File: config.mk
export PLATFORM = sky130hd
export DESIGN_NAME = i2c_master_transaction_sequencer_top
export DESIGN_NICKNAME = d
export VERILOG_FILES = /design/src/design/i2cm_pkg.sv /design/src/design/i2cm_step.sv /design/src/design/i2cm_res_buf.sv /design/src/design/i2c_master_transaction_sequencer_top.sv
export SDC_FILE = /design/constraint.sdc
export NUM_CORES = 1
export LEC_CHECK = 0
export BUFFER_PORTS_ARGS = -buffer_cell sky130_fd_sc_hd__buf_2
export CORE_UTILIZATION = 61
export CTS_CLUSTER_DIAMETER = 120
export DETAILED_ROUTE_END_ITERATION = 10
export PLACE_DENSITY = 0.81
export SETUP_SLACK_MARGIN = 0.2
export SLEW_MARGIN = 30
export SYNTH_ARGS = -nofsm -noshare
export SYNTH_HDL_FRONTEND = slang
export SYNTH_HIERARCHICAL = 1
export SYNTH_SLANG_ARGS = --single-unit
File: constraint.sdc
create_clock -name clk -period 7.8 [get_ports clk]
set_input_delay 0.39 -clock clk [delete_from_list [all_inputs] [get_ports clk]]
set_output_delay 0.39 -clock clk [all_outputs]
set_load 0.01 [all_outputs]
File: src/design/i2cm_pkg.sv
`timescale 1ns / 1ps
// ----------------------------------------------------------------------------
// i2cm_pkg
// Shared types, codes and helpers for the polled I2C master sequencer.
// ----------------------------------------------------------------------------
package i2cm_pkg;

  // Payload length counter width
  localparam int CountBits = 16;

  // Most results one transaction can cause
  localparam int ResMax  = 5;
  localparam int IdxBits = $clog2(ResMax);
  localparam int CntBits = $clog2(ResMax + 1);

  // Sequencer phase codes
  localparam int PhaseBits = 4;
  localparam logic [PhaseBits-1:0] PH_IDLE  = 4'd0;
  localparam logic [PhaseBits-1:0] PH_BUSY  = 4'd1;
  localparam logic [PhaseBits-1:0] PH_SB    = 4'd2;
  localparam logic [PhaseBits-1:0] PH_ADDR  = 4'd3;
  localparam logic [PhaseBits-1:0] PH_REG   = 4'd4;
  localparam logic [PhaseBits-1:0] PH_DATA  = 4'd5;
  localparam logic [PhaseBits-1:0] PH_BTFTX = 4'd6;
  localparam logic [PhaseBits-1:0] PH_REG2  = 4'd7;
  localparam logic [PhaseBits-1:0] PH_SB2   = 4'd8;
  localparam logic [PhaseBits-1:0] PH_ADDR2 = 4'd9;
  localparam logic [PhaseBits-1:0] PH_RXONE = 4'd10;
  localparam logic [PhaseBits-1:0] PH_RXN   = 4'd11;
  localparam logic [PhaseBits-1:0] PH_RXBTF = 4'd12;

  // Request types
  localparam logic REQ_CMD  = 1'b0;
  localparam logic REQ_SNAP = 1'b1;

  // Command kinds
  localparam logic [1:0] KIND_WRITE  = 2'd0;
  localparam logic [1:0] KIND_READ   = 2'd1;
  localparam logic [1:0] KIND_REGWR  = 2'd2;
  localparam logic [1:0] KIND_REGRD  = 2'd3;

  // Status flag bit positions
  localparam int FL_BUSY = 0;
  localparam int FL_SB   = 1;
  localparam int FL_ADDR = 2;
  localparam int FL_TXE  = 3;
  localparam int FL_BTF  = 4;
  localparam int FL_RXNE = 5;
  localparam int FL_AF   = 6;
  localparam int FL_BERR = 7;

  // Action codes
  localparam logic [3:0] ACT_START   = 4'd0;
  localparam logic [3:0] ACT_ABYTE   = 4'd1;
  localparam logic [3:0] ACT_PAY     = 4'd2;
  localparam logic [3:0] ACT_STOP    = 4'd3;
  localparam logic [3:0] ACT_ACKON   = 4'd4;
  localparam logic [3:0] ACT_ACKOFF  = 4'd5;
  localparam logic [3:0] ACT_CLRAF   = 4'd6;
  localparam logic [3:0] ACT_CLRBERR = 4'd7;
  localparam logic [3:0] ACT_CLRADDR = 4'd8;
  localparam logic [3:0] ACT_RX      = 4'd9;
  localparam logic [3:0] ACT_DONE    = 4'd10;

  // Input transaction
  typedef struct packed {
    logic       req_type;
    logic [1:0] kind;
    logic [6:0] target_address;
    logic [7:0] register_address;
    logic [15:0] byte_count;
    logic       stop_after;
    logic [7:0] status_flags;
    logic [7:0] tx_byte;
    logic [7:0] rx_byte;
    logic [7:0] rx_byte_second;
  } req_t;

  // Output transaction
  typedef struct packed {
    logic [3:0] action;
    logic [7:0] data_byte;
    logic       status;
    logic       last;
  } act_t;

  // Saved transaction context
  typedef struct packed {
    logic [1:0]           op_kind;
    logic [6:0]           saved_target;
    logic [7:0]           saved_register;
    logic [CountBits-1:0] bytes_left;
    logic                 stop_wanted;
  } ctx_t;

  // Results of one step, handed to the output buffer
  typedef struct packed {
    logic [CntBits-1:0]     count;
    act_t [ResMax-1:0]      items;
  } bundle_t;

  // Build one result entry; last is set by the output buffer
  function automatic act_t mk_act(logic [3:0] action, logic [7:0] data, logic status);
    act_t a;
    a.action    = action;
    a.data_byte = data;
    a.status    = status;
    a.last      = 1'b0;
    return a;
  endfunction

endpackage

File: src/design/i2cm_step.sv
`timescale 1ns / 1ps
// ----------------------------------------------------------------------------
// i2cm_step
// Next phase, context and result list for one registered transaction.
// ----------------------------------------------------------------------------
module i2cm_step (
  input  i2cm_pkg::req_t                   req,
  input  logic [i2cm_pkg::PhaseBits-1:0]   phase,
  input  i2cm_pkg::ctx_t                   ctx,
  output logic [i2cm_pkg::PhaseBits-1:0]   phase_next,
  output i2cm_pkg::ctx_t                   ctx_next,
  output i2cm_pkg::bundle_t                bundle
);

  always_comb begin
    logic [i2cm_pkg::CntBits-1:0]   n;
    i2cm_pkg::act_t [i2cm_pkg::ResMax-1:0] items;
    logic [i2cm_pkg::CountBits-1:0] len;
    logic [i2cm_pkg::CountBits-1:0] bl_dec;
    logic [7:0]                     f;
    logic                           rd;
    logic                           do_fail;
    logic                           fail_af;
    logic                           do_finish;
    logic                           do_recv;

    phase_next = phase;
    ctx_next   = ctx;
    n          = '0;
    items      = '0;
    do_fail    = 1'b0;
    fail_af    = 1'b0;
    do_finish  = 1'b0;
    do_recv    = 1'b0;
    f          = req.status_flags;
    len        = i2cm_pkg::CountBits'(req.byte_count);
    bl_dec     = ctx.bytes_left - i2cm_pkg::CountBits'(1);
    rd         = (phase == i2cm_pkg::PH_SB2) || (ctx.op_kind == i2cm_pkg::KIND_READ);

    if (req.req_type == i2cm_pkg::REQ_CMD) begin
      // Command: only taken while idle, zero length fails at once
      if (phase == i2cm_pkg::PH_IDLE) begin
        if (len == '0) begin
          items[n] = i2cm_pkg::mk_act(i2cm_pkg::ACT_DONE, 8'd0, 1'b1);
          n = n + 1'b1;
        end else begin
          ctx_next.op_kind        = req.kind;
          ctx_next.saved_target   = req.target_address;
          ctx_next.saved_register = req.register_address;
          ctx_next.bytes_left     = len;
          ctx_next.stop_wanted    = req.kind[1] ? 1'b1 : req.stop_after;
          phase_next              = i2cm_pkg::PH_BUSY;
        end
      end
    end else if (phase != i2cm_pkg::PH_IDLE) begin
      // Snapshot: resolve at most one wait
      unique case (phase)
        i2cm_pkg::PH_BUSY: begin
          if (!f[i2cm_pkg::FL_BUSY]) begin
            items[n] = i2cm_pkg::mk_act(i2cm_pkg::ACT_START, 8'd0, 1'b0);
            n = n + 1'b1;
            phase_next = i2cm_pkg::PH_SB;
          end
        end
        i2cm_pkg::PH_SB, i2cm_pkg::PH_SB2: begin
          if (f[i2cm_pkg::FL_SB]) begin
            items[n] = i2cm_pkg::mk_act(i2cm_pkg::ACT_ABYTE, {ctx.saved_target, rd}, 1'b0);
            n = n + 1'b1;
            phase_next = (phase == i2cm_pkg::PH_SB2) ? i2cm_pkg::PH_ADDR2 : i2cm_pkg::PH_ADDR;
          end else if (f[i2cm_pkg::FL_BERR]) begin
            do_fail = 1'b1;
          end
        end
        i2cm_pkg::PH_ADDR: begin
          if (f[i2cm_pkg::FL_ADDR]) begin
            if (ctx.op_kind == i2cm_pkg::KIND_READ) begin
              do_recv = 1'b1;
            end else begin
              items[n] = i2cm_pkg::mk_act(i2cm_pkg::ACT_CLRADDR, 8'd0, 1'b0);
              n = n + 1'b1;
              phase_next = (ctx.op_kind == i2cm_pkg::KIND_WRITE) ? i2cm_pkg::PH_DATA
                                                                 : i2cm_pkg::PH_REG;
            end
          end else if (f[i2cm_pkg::FL_AF]) begin
            do_fail = 1'b1;
            fail_af = 1'b1;
          end else if (f[i2cm_pkg::FL_BERR]) begin
            do_fail = 1'b1;
          end
        end
        i2cm_pkg::PH_ADDR2: begin
          if (f[i2cm_pkg::FL_ADDR]) begin
            do_recv = 1'b1;
          end else if (f[i2cm_pkg::FL_AF]) begin
            do_fail = 1'b1;
            fail_af = 1'b1;
          end else if (f[i2cm_pkg::FL_BERR]) begin
            do_fail = 1'b1;
          end
        end
        i2cm_pkg::PH_REG: begin
          if (f[i2cm_pkg::FL_TXE]) begin
            items[n] = i2cm_pkg::mk_act(i2cm_pkg::ACT_ABYTE, ctx.saved_register, 1'b0);
            n = n + 1'b1;
            phase_next = (ctx.op_kind == i2cm_pkg::KIND_REGRD) ? i2cm_pkg::PH_REG2
                                                               : i2cm_pkg::PH_DATA;
          end else if (f[i2cm_pkg::FL_AF]) begin
            do_fail = 1'b1;
            fail_af = 1'b1;
          end
        end
        i2cm_pkg::PH_DATA: begin
          if (f[i2cm_pkg::FL_TXE]) begin
            items[n] = i2cm_pkg::mk_act(i2cm_pkg::ACT_PAY, req.tx_byte, 1'b0);
            n = n + 1'b1;
            ctx_next.bytes_left = bl_dec;
            if (bl_dec == '0) begin
              phase_next = i2cm_pkg::PH_BTFTX;
            end
          end else if (f[i2cm_pkg::FL_AF]) begin
            do_fail = 1'b1;
            fail_af = 1'b1;
          end
        end
        i2cm_pkg::PH_BTFTX: begin
          if (f[i2cm_pkg::FL_BTF]) begin
            do_finish = 1'b1;
          end
        end
        i2cm_pkg::PH_REG2: begin
          if (f[i2cm_pkg::FL_TXE]) begin
            items[n] = i2cm_pkg::mk_act(i2cm_pkg::ACT_START, 8'd0, 1'b0);
            n = n + 1'b1;
            phase_next = i2cm_pkg::PH_SB2;
          end else if (f[i2cm_pkg::FL_AF]) begin
            do_fail = 1'b1;
            fail_af = 1'b1;
          end
        end
        i2cm_pkg::PH_RXONE: begin
          if (f[i2cm_pkg::FL_RXNE]) begin
            items[n] = i2cm_pkg::mk_act(i2cm_pkg::ACT_RX, req.rx_byte, 1'b0);
            n = n + 1'b1;
            do_finish = 1'b1;
          end else if (f[i2cm_pkg::FL_BERR]) begin
            do_fail = 1'b1;
          end
        end
        i2cm_pkg::PH_RXN: begin
          if (f[i2cm_pkg::FL_RXNE]) begin
            items[n] = i2cm_pkg::mk_act(i2cm_pkg::ACT_RX, req.rx_byte, 1'b0);
            n = n + 1'b1;
            ctx_next.bytes_left = bl_dec;
            if (bl_dec <= i2cm_pkg::CountBits'(2)) begin
              phase_next = i2cm_pkg::PH_RXBTF;
            end
          end else if (f[i2cm_pkg::FL_BERR]) begin
            do_fail = 1'b1;
          end
        end
        i2cm_pkg::PH_RXBTF: begin
          // last two bytes read back to back with ACK off first
          if (f[i2cm_pkg::FL_BTF]) begin
            items[n] = i2cm_pkg::mk_act(i2cm_pkg::ACT_ACKOFF, 8'd0, 1'b0);
            n = n + 1'b1;
            items[n] = i2cm_pkg::mk_act(i2cm_pkg::ACT_RX, req.rx_byte, 1'b0);
            n = n + 1'b1;
            items[n] = i2cm_pkg::mk_act(i2cm_pkg::ACT_RX, req.rx_byte_second, 1'b0);
            n = n + 1'b1;
            ctx_next.bytes_left = '0;
            do_finish = 1'b1;
          end else if (f[i2cm_pkg::FL_BERR]) begin
            do_fail = 1'b1;
          end
        end
        default: begin
          phase_next = i2cm_pkg::PH_IDLE;
        end
      endcase
    end

    // Receive set-up after ADDR: single byte turns ACK off before clearing ADDR
    if (do_recv) begin
      if (ctx.bytes_left == i2cm_pkg::CountBits'(1)) begin
        items[n] = i2cm_pkg::mk_act(i2cm_pkg::ACT_ACKOFF, 8'd0, 1'b0);
        n = n + 1'b1;
        phase_next = i2cm_pkg::PH_RXONE;
      end else begin
        items[n] = i2cm_pkg::mk_act(i2cm_pkg::ACT_ACKON, 8'd0, 1'b0);
        n = n + 1'b1;
        phase_next = (ctx.bytes_left == i2cm_pkg::CountBits'(2)) ? i2cm_pkg::PH_RXBTF
                                                                 : i2cm_pkg::PH_RXN;
      end
      items[n] = i2cm_pkg::mk_act(i2cm_pkg::ACT_CLRADDR, 8'd0, 1'b0);
      n = n + 1'b1;
    end

    // Normal end of transaction
    if (do_finish) begin
      if (ctx.stop_wanted) begin
        items[n] = i2cm_pkg::mk_act(i2cm_pkg::ACT_STOP, 8'd0, 1'b0);
        n = n + 1'b1;
      end
      items[n] = i2cm_pkg::mk_act(i2cm_pkg::ACT_DONE, 8'd0, 1'b0);
      n = n + 1'b1;
      phase_next = i2cm_pkg::PH_IDLE;
    end

    // Error end: clear the flag, stop the bus, report failure
    if (do_fail) begin
      items[n] = i2cm_pkg::mk_act(fail_af ? i2cm_pkg::ACT_CLRAF : i2cm_pkg::ACT_CLRBERR,
                                  8'd0, 1'b0);
      n = n + 1'b1;
      items[n] = i2cm_pkg::mk_act(i2cm_pkg::ACT_STOP, 8'd0, 1'b0);
      n = n + 1'b1;
      items[n] = i2cm_pkg::mk_act(i2cm_pkg::ACT_DONE, 8'd0, 1'b1);
      n = n + 1'b1;
      phase_next = i2cm_pkg::PH_IDLE;
    end

    bundle.count = n;
    bundle.items = items;
  end

endmodule

File: src/design/i2cm_res_buf.sv
`timescale 1ns / 1ps
// ----------------------------------------------------------------------------
// i2cm_res_buf
// Result register: holds one step's results and hands them out in order.
// ----------------------------------------------------------------------------
module i2cm_res_buf (
  input  logic               clk,
  input  logic               rst,
  input  logic               load,
  input  i2cm_pkg::bundle_t  bundle,
  output logic               free,
  output logic               act_valid,
  input  logic               act_ready,
  output i2cm_pkg::act_t     act
);

  i2cm_pkg::act_t [i2cm_pkg::ResMax-1:0] items;
  logic [i2cm_pkg::CntBits-1:0]          cnt;
  logic [i2cm_pkg::IdxBits-1:0]          idx;
  logic                                  is_last;
  logic                                  take;

  // Output side
  assign is_last   = (i2cm_pkg::CntBits'(idx) == (cnt - 1'b1));
  assign act_valid = (cnt != '0);
  assign take      = act_valid && act_ready;
  assign free      = (cnt == '0) || (take && is_last);

  always_comb begin
    act      = items[idx];
    act.last = is_last;
  end

  // Count and read pointer
  always_ff @(posedge clk) begin
    if (rst) begin
      cnt <= '0;
      idx <= '0;
    end else if (load) begin
      cnt <= bundle.count;
      idx <= '0;
    end else if (take) begin
      if (is_last) begin
        cnt <= '0;
        idx <= '0;
      end else begin
        idx <= idx + 1'b1;
      end
    end
  end

  // Payload storage
  always_ff @(posedge clk) begin
    if (load) begin
      items <= bundle.items;
    end
  end

endmodule

File: src/design/i2c_master_transaction_sequencer_top.sv
`timescale 1ns / 1ps
// ----------------------------------------------------------------------------
// i2c_master_transaction_sequencer_top
// A taken transaction waits in the input register until the result register is
// free. The output register drains one result per cycle while act_ready is high,
// which sets the rate: one transaction per cycle while each causes at most one
// result; one with more results holds the result register until all are taken.
// Reset (rst, synchronous) returns the phase to idle and clears the context.
// ----------------------------------------------------------------------------
module i2c_master_transaction_sequencer_top (
  input  logic             clk,
  input  logic             rst,
  input  logic             req_valid,
  output logic             req_ready,
  input  i2cm_pkg::req_t   req,
  output logic             act_valid,
  input  logic             act_ready,
  output i2cm_pkg::act_t   act
);

  i2cm_pkg::req_t                  req_q;
  logic                            req_v;
  logic [i2cm_pkg::PhaseBits-1:0]  phase;
  logic [i2cm_pkg::PhaseBits-1:0]  phase_next;
  i2cm_pkg::ctx_t                  ctx;
  i2cm_pkg::ctx_t                  ctx_next;
  i2cm_pkg::bundle_t               bundle;
  logic                            buf_free;
  logic                            advance;

  // Registered transaction moves on once the result register can take it
  assign advance   = req_v && buf_free;
  assign req_ready = !req_v || advance;

  // Input register
  always_ff @(posedge clk) begin
    if (rst) begin
      req_v <= 1'b0;
    end else if (req_ready) begin
      req_v <= req_valid;
    end
  end

  always_ff @(posedge clk) begin
    if (req_ready && req_valid) begin
      req_q <= req;
    end
  end

  // Sequencer state
  always_ff @(posedge clk) begin
    if (rst) begin
      phase <= i2cm_pkg::PH_IDLE;
      ctx   <= '0;
    end else if (advance) begin
      phase <= phase_next;
      ctx   <= ctx_next;
    end
  end

  i2cm_step u_step (
    .req        (req_q),
    .phase      (phase),
    .ctx        (ctx),
    .phase_next (phase_next),
    .ctx_next   (ctx_next),
    .bundle     (bundle)
  );

  i2cm_res_buf u_res_buf (
    .clk       (clk),
    .rst       (rst),
    .load      (advance && (bundle.count != '0)),
    .bundle    (bundle),
    .free      (buf_free),
    .act_valid (act_valid),
    .act_ready (act_ready),
    .act       (act)
  );

endmodule

# [Word-level counts from Yosys, hierarchy flattened]
# Cells that the tools add are included.
[totals] ff_bits=182 in_bits=71 output_inout_bits=16 word_cells=282
[classes] n_addsub=10 n_lt_le_gt_ge=16 n_eq_ne=36 mux=119 bitwise_logic=23 n_reduce_logical=39
[ops] operator="70-bit two-way mux" n=7
[ops] operator="14-bit demux with 3-bit select" n=7
[ops] operator="60-bit inverter" n=4
[ops] operator="14-bit two-way mux" n=14
[ops] operator="60-bit bitwise AND" n=3
[ops] operator="65-bit inverter" n=2
[ops] operator="42-bit two-way mux" n=2
[ops] operator="14-bit case mux with 6 select lines" n=1
[ops] operator="16-bit two-way mux" n=5
[ops] operator="4-bit two-way mux" n=19
[ops] operator="70-bit bitwise mux" n=1
[ops] operator="39-bit by 65-bit bitwise AND with 65-bit output" n=1
[ops] operator="65-bit bitwise AND" n=1
[ops] operator="36-bit by 60-bit bitwise AND with 60-bit output" n=1
[ops] operator="28-bit two-way mux" n=2
[ops] operator="55-bit bitwise AND" n=1
[ops] operator="55-bit inverter" n=1
[ops] operator="16-bit case mux with 3 select lines" n=1
[ops] operator="3-bit two-way mux" n=15
[ops] operator="14-bit binary-select mux with 3-bit select" n=1
[ops] operator="6-bit by 3-bit inequality test with 1-bit output (second input constant)" n=7
[ops] operator="17-bit two-way mux" n=2
[ops] operator="16-bit logical NOT" n=2
[ops] operator="3-bit by 4-bit < comparator with 1-bit output (second input constant)" n=8
[ops] operator="54 further kinds" n=135

# [Depth between registers and ports, before layout]
# Gate-level depths: netlist of the first run.
[depth] ltp_word=25 mapped_depth=22 mapped_depth_nobuf=20

# [Modules after synthesis]
# The synthesis of the first run kept the hierarchy.
[by_module_without_submodules] mod="i2c_master_transaction_sequencer_top" n_inst=1 cells_each=247 area_per_inst_um2=4127.7 seq_area_each_um2=2792.7
[by_module_without_submodules] mod="i2cm_step" n_inst=1 cells_each=496 area_per_inst_um2=3238.1 seq_area_each_um2=0.0
[by_module_without_submodules] mod="i2cm_res_buf" n_inst=1 cells_each=163 area_per_inst_um2=2807.7 seq_area_each_um2=2072.0

# [Worst setup path before layout of the first run]
# No wires, ideal clock.
[synth_timing] path_kind="register to register" start="reg phase[2] (netlist bit)" end="reg u_res_buf/cnt[1] (netlist bit)" setup_time_ns=0.117 arrival_ns=6.402 t_required_ns=7.683 slack_ns=1.281 stages_incl_launch_ff=23 n_path_buf=4 synth_period_minus_slack_ns=6.519 path_cell_list="dfxtp_1 clkbuf_1 buf_2 inv_1 nor2_1 and4_1 clkbuf_1 clkbuf_1 fa_1 mux2i_1 inv_1 ha_1 mux2i_1 inv_1 ha_1 xnor2_1 xnor2_2 xor2_1 mux2i_1 o311a_1 or2_2 a31oi_1 a22o_1"
[synth_rtl] element="from (decl)" line="i2c_master_transaction_sequencer_top.sv:23" text="logic [i2cm_pkg::PhaseBits-1:0] phase;"
[synth_rtl] element="from (signal assigned)" line="i2c_master_transaction_sequencer_top.sv:53" text="phase <= i2cm_pkg::PH_IDLE;"
[synth_rtl] element="from (signal assigned)" line="i2c_master_transaction_sequencer_top.sv:56" text="phase <= phase_next;"
[synth_rtl] element="to (signal assigned)" line="i2cm_res_buf.sv:40" text="cnt <= bundle.count;"
[synth_rtl] element="to (decl)" line="i2cm_res_buf.sv:18" text="logic [i2cm_pkg::CntBits-1:0] cnt;"

==> summary.md, run 1 <==
| Metric | Value |
|---|---|
| Status | completed |
| Initial Util | 63.1% |
| Most common cell after layout, fill and taps aside | edfxtp_1 |
| RSZ-0062 raised after global routing | false |
| CTS tree | yes |
| Crit path arrival time | 6100 ps |
| Initial antenna violation count | 0 |
| Full die area | 17100 sq um |
| CP peak stage delay | 950 ps |
| IO Port Bufs | 86 |
| Slew HR | 33.6% |
| R2R Path Start | phase[3]$_SDFFE_PP0P_ |
| Period utilization | 77.3% |
| FP Rows | 46 |
| Endpoints failing setup | 0 |
| Largest net degree at the start of global routing | 77 |
| Die W | 131 um |
| FF-to-FF End | u_res_buf/items[19]$_DFFE_PP_ |
| Clock Latency Late Sink | 440 ps |
| Fillers | 1160 |
| DR vias | 7387 |
| Power Internal | 0.00158 W |
| DRT iter0 DRCs | 816 |
| Bufs on Longest Clock Path | 2 |
| Leak | 4.11 nW |
| Worst reg2reg path depth | 19 |
| PostCTS Resize Cnt | 0 |
| CP delay by family, top | buffers and inverters |
| Die Y | 131 um |
| Worst Path Max Fanout | 65 |
| Final Max Slew Viols | 0 |
| Worst Path Buf+Inv | 5 |
| Syn Inst Count | 901 |
| Startpoint Class | flop |
| # hold bufs at CTS | 0 |
| H-tree lvl count | 4 |
| Critical path capture point type | flop |
| Min-Delay Path Class | primary input to flop |
| Hold Path Sink | req_q[4]$_DFFE_PP_ |
| Max cap viols | 0 |
| Slew @ Worst Pin | 992 ps |
| Tmin final | 6030 ps |
| Vias in the first global route | 6788 |
| Reg area | 4870 sq um |
| Syn Area/Cell | 11.2 sq um |
| Clock slew at reported path FFs | 70 ps |
| # Post-CTS Setup Buffers | 0 |
| Required time worst endpoint | 7870 ps |
| Psw | 0.000509 W |
| Wire per inst | 19.5 um |
| Layout cells sized above 1 | 28.6% |
| Clock power frac | 40.7% |
| Slowest-stage cell, CP | dfxtp_1 |
| Skew final | 13.9 ps |
| Setup TNS | 0 ps |
| First-pass GRT wire length | 35.5 mm |
| Switching Fraction | 24.4% |
| DRC | 0 |
| GPL Wtd Cong | 0.983 |
| Hpwl dp | 15.6 mm |
| Final hold vios | 0 |
| Core area | 16100 sq um |
| Root Driver | clkbuf_16 |
| Most frequent cells in the layout | edfxtp_1, buf_2, nand2_1 |
| Area delta synth->final | 8.54% |
| Number of CTS-inserted buffers | 17 |
| Gate power share | 7.5% |
| Area of the multi-input gates | 4610 sq um |
| WHS Path Cells | 1 |
| Post-route ant nets | 0 |
| Clk sinks | 177 |
| Max rail drop VDD | 0.149 mV |
| Synthesized area | 10100 sq um |
| Overall routed net length | 23.0 mm |
| ANT cells | 0 |
| Reg-to-reg slack, setup | 1770 ps |
| Final core occ | 68.5% |
| GRT overflow | 0 |
| Pwr Density | 189 nW/um^2 |
| Final Net Count | 1036 |
| Boundary Pins | 87 |
| DR pass1 iterations | 5 |
| Worst hold path startpoint | req[4] |
| Cell mode on critical path | mux2i_1 |
| Gr usage total | 27.8% |
| Sequential Power Share | 51.8% |
| CP cell instances | xnor2_1 > nor4b_2 > buf_4 > a211oi_1 > o211a_4 > inv_6 > fa_1 > mux2i_1 > inv_1 > ha_1 > mux2i_1 > inv_1 > ha_1 > xnor2_1 > xnor2_2 > xor2_1 > mux2i_1 > o311a_2 > buf_4 |
| Crit Path Category | flop to flop |
| Hold_ws | 120 ps |
| Synth Warn # | 6 |
| Fmax | 166 MHz |
| Vias per cell | 6.27 |
-- final cells by class --
| cell class | count | share of cell area, % |
|---|---|---|
| repair buffers | 98 | 4.73 |
| clock buffers | 19 | 4.03 |
| clock inverters | 13 | 1.31 |
| inverters | 37 | 1.31 |
| flip-flops and latches | 177 | 44.2 |
| multi-input cells | 619 | 41.9 |
| well taps | 216 | 2.46 |
-- state kept, by name, indices dropped and copies added (netlist names) --
register         flops
u_res_buf/idx        3
u_res_buf/cnt        3
req_q               67
req_v                1
ctx                 34
u_res_buf/items     65
phase                4
-- how the worst max path moves through the flow --
stage	slack [ps]	start	endpoint	depth (start not counted)
floorplan	1280	phase[2]$_SDFFE_PP0P_	u_res_buf/cnt[1]$_SDFFE_PP0P_	22
global placement	1980	phase[1]$_SDFFE_PP0P_	u_res_buf/items[46]$_DFFE_PP_	19
detailed placement	1810	phase[1]$_SDFFE_PP0P_	u_res_buf/items[45]$_DFFE_PP_	19
CTS	1770	phase[1]$_SDFFE_PP0P_	u_res_buf/items[2]$_DFFE_PP_	19
global route	1350	phase[3]$_SDFFE_PP0P_	u_res_buf/items[49]$_DFFE_PP_	19
finish	1770	phase[3]$_SDFFE_PP0P_	u_res_buf/items[19]$_DFFE_PP_	19
-- metrics by stage --
stage | instances | total power [W] | setup slack [ps] | cell area [sq um]
after detailed placement | 1147 | 0.00125 | 1810 | 10400
after floorplan | 920 | 0.00121 | 1280 | 10200
after CTS | 1179 | 0.00209 | 1770 | 11000
after global placement | 1147 | 0.00125 | 1980 | 10400
final | 1179 | 0.00208 | 1770 | 11000
after global routing | 1179 | 0.00214 | 1350 | 11000
-- power by group through the flow --
stage               registers [W]  clock network [W]  logic [W]
finish                    0.00108           0.000849   0.000155
global route              0.00108           0.000890   0.000169
CTS                       0.00108           0.000855   0.000153
detailed placement        0.00110                  0   0.000152
global placement          0.00110                  0   0.000150
floorplan                 0.00108                  0   0.000131
-- per-layer routing --
metal	share of wire, %	track usage (%)
met1	42	35.3
met2	49	46.2
met3	6.0	5.70
met4	3.3	12.2
met5	0	0
Power figures use the tool's default switching activity.
==> inputs of run 2 (changes only) <==
--- a/config.mk
+++ b/config.mk
@@ -6,10 +6,10 @@
 export NUM_CORES = 1
 export LEC_CHECK = 0
 export BUFFER_PORTS_ARGS = -buffer_cell sky130_fd_sc_hd__buf_2
-export CORE_UTILIZATION = 61
+export CORE_UTILIZATION = 55
 export CTS_CLUSTER_DIAMETER = 120
 export DETAILED_ROUTE_END_ITERATION = 10
-export PLACE_DENSITY = 0.81
+export PLACE_DENSITY = 0.77
 export SETUP_SLACK_MARGIN = 0.2
 export SLEW_MARGIN = 30
 export SYNTH_ARGS = -nofsm -noshare
==> constraint.sdc (replaced) <==
create_clock -name clk -period 5.1 [get_ports clk]
set_input_delay 0.255 -clock clk [delete_from_list [all_inputs] [get_ports clk]]
set_output_delay 0.255 -clock clk [all_outputs]
set_load 0.01 [all_outputs]
==> summary.md, run 2 (same netlist as run 1, synthesis figures left out) <==
| Metric | Value |
|---|---|
| Most flops, register | req_q (unchanged) |
| CP delay by family, top | simple AND/OR/NAND/NOR gates (was buffers and inverters) |
| Final hold vios | 0 (unchanged) |
| Pwr Density | 274 nW/um^2 (was 189 nW/um^2) |
| Crit path arrival time | 5180 ps (was 6100 ps) |
| Reg-to-reg slack, setup | 300 ps (was 1770 ps) |
| Overall power | 0.00329 W (was 0.00208 W) |
| Largest register FFs | 67 (unchanged) |
| Vias in the first global route | 7337 (was 6788) |
| DRT iter0 DRCs | 780 (was 816) |
| Core area | 18000 sq um (was 16100 sq um) |
| Critical path capture point type | flop (unchanged) |
| Fmax | 208 MHz (was 166 MHz) |
| Initial Util | 56.2% (was 63.1%) |
| First-pass GRT wire length | 38.7 mm (was 35.5 mm) |
| Power Internal | 0.00242 W (was 0.00158 W) |
| Overall routed net length | 25.2 mm (was 23.0 mm) |
| GRT overflow | 0 (unchanged) |
| Worst Path Max Fanout | 5 (was 65) |
| Full die area | 19000 sq um (was 17100 sq um) |
| Leak | 4.50 nW (was 4.11 nW) |
| Startpoint Class | flop (unchanged) |
| Gr usage total | 27.0% (was 27.8%) |
| Worst Path Buf+Inv | 3 (was 5) |
| DR pass1 iterations | 6 (was 5) |
| Biggest regs | req_q x67, u_res_buf/items x65, ctx x34 (unchanged) |
| Number of CTS-inserted buffers | 17 (unchanged) |
| Vias per cell | 6.12 (was 6.27) |
| Initial antenna violation count | 0 (unchanged) |
| Slowest-stage cell, CP | fa_1 (was dfxtp_1) |
| Clock Latency Late Sink | 440 ps (about the same) |
| Clock power frac | 41.0% (was 40.7%) |
| Clock slew at reported path FFs | 80 ps (was 70 ps) |
| Most frequent cells in the layout | edfxtp_1, buf_2, nand2_1 (unchanged) |
| Slew HR | 34.4% (was 33.6%) |
| Largest net degree at the start of global routing | 77 (unchanged) |
| Stages on the worst setup path | 20 (was 19) |
| CP peak stage delay | 420 ps (was 950 ps) |
| Tmin final | 4800 ps (was 6030 ps) |
| Finished Layout Cells | 1284 (was 1179) |
| RSZ-0062 raised after global routing | false (unchanged) |
| Required time worst endpoint | 5480 ps (was 7870 ps) |
| Hpwl dp | 16.4 mm (was 15.6 mm) |
| Post-route ant nets | 0 (unchanged) |
| Final Net Count | 1126 (was 1036) |
| GPL Wtd Cong | 0.922 (was 0.983) |
| Switching Fraction | 26.6% (was 24.4%) |
| Slew @ Worst Pin | 981 ps (was 992 ps) |
| Worst setup startpoint | req_q[40]$_DFFE_PP_ (was phase[3]$_SDFFE_PP0P_) |
| Setup TNS | 0 ps (unchanged) |
| Worst reg2reg path depth | 20 (was 19) |
| Die W | 138 um (was 131 um) |
| DP Cell Count | 1182 (was 1147) |
| Root Driver | clkbuf_16 (unchanged) |
| DR vias | 7860 (was 7387) |
| FF-to-FF End | u_res_buf/cnt[0]$_SDFFE_PP0P_ (was u_res_buf/items[19]$_DFFE_PP_) |
| R2R Path Start | req_q[40]$_DFFE_PP_ (was phase[3]$_SDFFE_PP0P_) |
| Max rail drop VDD | 0.300 mV (was 0.149 mV) |
| Period utilization | 94.1% (was 77.3%) |
| Status | completed (unchanged) |
| Crit Path Category | flop to flop (unchanged) |
| Skew final | 8.43 ps (was 13.9 ps) |
| DRC | 0 (unchanged) |
| Bufs on Longest Clock Path | 2 (unchanged) |
| Max cap viols | 0 (unchanged) |
| Final Max Slew Viols | 0 (unchanged) |
| Gate power share | 8.9% (was 7.5%) |
| Boundary Pins | 87 (unchanged) |
| FP Rows | 49 (was 46) |
| CP cell instances | nor4_1 > nand4_1 > or3_4 > o211a_4 > inv_6 > fa_1 > mux2i_2 > inv_2 > ha_4 > mux2i_4 > inv_2 > ha_4 > xnor2_4 > xnor2_2 > xor2_1 > mux2i_2 > o311a_4 > or2_4 > a31oi_4 > a22o_1 (was xnor2_1 > nor4b_2 > buf_4 > a211oi_1 > o211a_4 > inv_6 > fa_1 > mux2i_1 > inv_1 > ha_1 > mux2i_1 > inv_1 > ha_1 > xnor2_1 > xnor2_2 > xor2_1 > mux2i_1 > o311a_2 > buf_4) |
| Area delta synth->final | 18.6% (was 8.54%) |
| Fillers | 1350 (was 1160) |
| Most common cell after layout, fill and taps aside | edfxtp_1 (unchanged) |
| H-tree lvl count | 4 (unchanged) |
| Min-Delay Path Class | primary input to flop (unchanged) |
| Psw | 0.000877 W (was 0.000509 W) |
| Endpoints failing setup | 0 (unchanged) |
| IO Port Bufs | 86 (unchanged) |
| Die Y | 138 um (was 131 um) |
| Layout cells sized above 1 | 30.5% (was 28.6%) |
| Wire per inst | 19.6 um (was 19.5 um) |
| CTS tree | yes (unchanged) |
| Critical path endpoint | u_res_buf/cnt[0]$_SDFFE_PP0P_ (was u_res_buf/items[19]$_DFFE_PP_) |
| Clk sinks | 177 (unchanged) |
| Sequential Power Share | 50.1% (was 51.8%) |
-- run 2: layout make-up --
cell class	count	area (sq um)	area share, %
Sequential cell	177	4870	40.5
Multi-Input combinational cell	620	4740	39.5
Timing Repair Buffer	187	1350	11.2
Clock buffer	17	425	3.54
Tap cell	229	287	2.38
Clock inverter	15	200	1.66
Inverter	37	144	1.20
Antenna cell	2	5.00	0.0416
-- run 2: worst reg2reg max path, delay by kind of cell, from the launching register on --
family                   cells  cell delay (ps)
multiplexers                 3              540
XOR/XNOR                     3              500
AND/OR/NAND/NOR              4             1310
buffers and inverters        3              240
adder cells (fa/ha/maj)      3              840
flip-flops                   1              390
AO/OA/AOI/OAI                4              910
-- run 2: what timing repair did --
action                     4_1_cts  5_1_grt
setup buffers                    1        6
setup endpoints to repair       58       60
resized for setup                1       12
pin swaps                        1        6
gates cloned                     0        1
hold buffers                    59        1
hold endpoints to repair        59        1
-- run 2: per-stage QoR --
stage	setup WS (ps)	hold WS (ps)	cell area (sq um)	utilization, %
finish	301	8.10	12000	66.7
global route	143	-0.281	12000	66.7
CTS	196	1.01	11900	66.1
detailed placement	24.8	433	10700	59.2
global placement	255	431	10700	59.2
floorplan	216	354	10300	-
-- run 2: how the worst min path moves through the flow --
stage | from | end | slack [ps] | cells past startpoint
6_report | req[13] | req_q[13]$_DFFE_PP_ | 8 | 1
5_1_grt | req[21] | req_q[21]$_DFFE_PP_ | -0.3 | 1
4_1_cts | req[13] | req_q[13]$_DFFE_PP_ | 1 | 1
3_5_place_dp | req[38] | req_q[38]$_DFFE_PP_ | 430 | 1
3_3_place_gp | req[43] | req_q[43]$_DFFE_PP_ | 430 | 1
2_1_floorplan | req[0] | req_q[0]$_DFFE_PP_ | 350 | 0
-- run 2: power groups by stage --
stage | clock, W | combinational (W) | sequential (W)
after floorplan | 0 | 0.000203 | 0.00165
after global placement | 0 | 0.000243 | 0.00168
after detailed placement | 0 | 0.000245 | 0.00168
after CTS | 0.00136 | 0.000282 | 0.00165
after global routing | 0.00142 | 0.000312 | 0.00166
final | 0.00135 | 0.000292 | 0.00165
-- run 2: routing by layer --
layer | GRT usage (%) | share of wire, %
met5 | 0 | 0
met4 | 9.18 | 2.4
met3 | 4.12 | 6.4
met2 | 46.2 | 50
met1 | 34.9 | 41
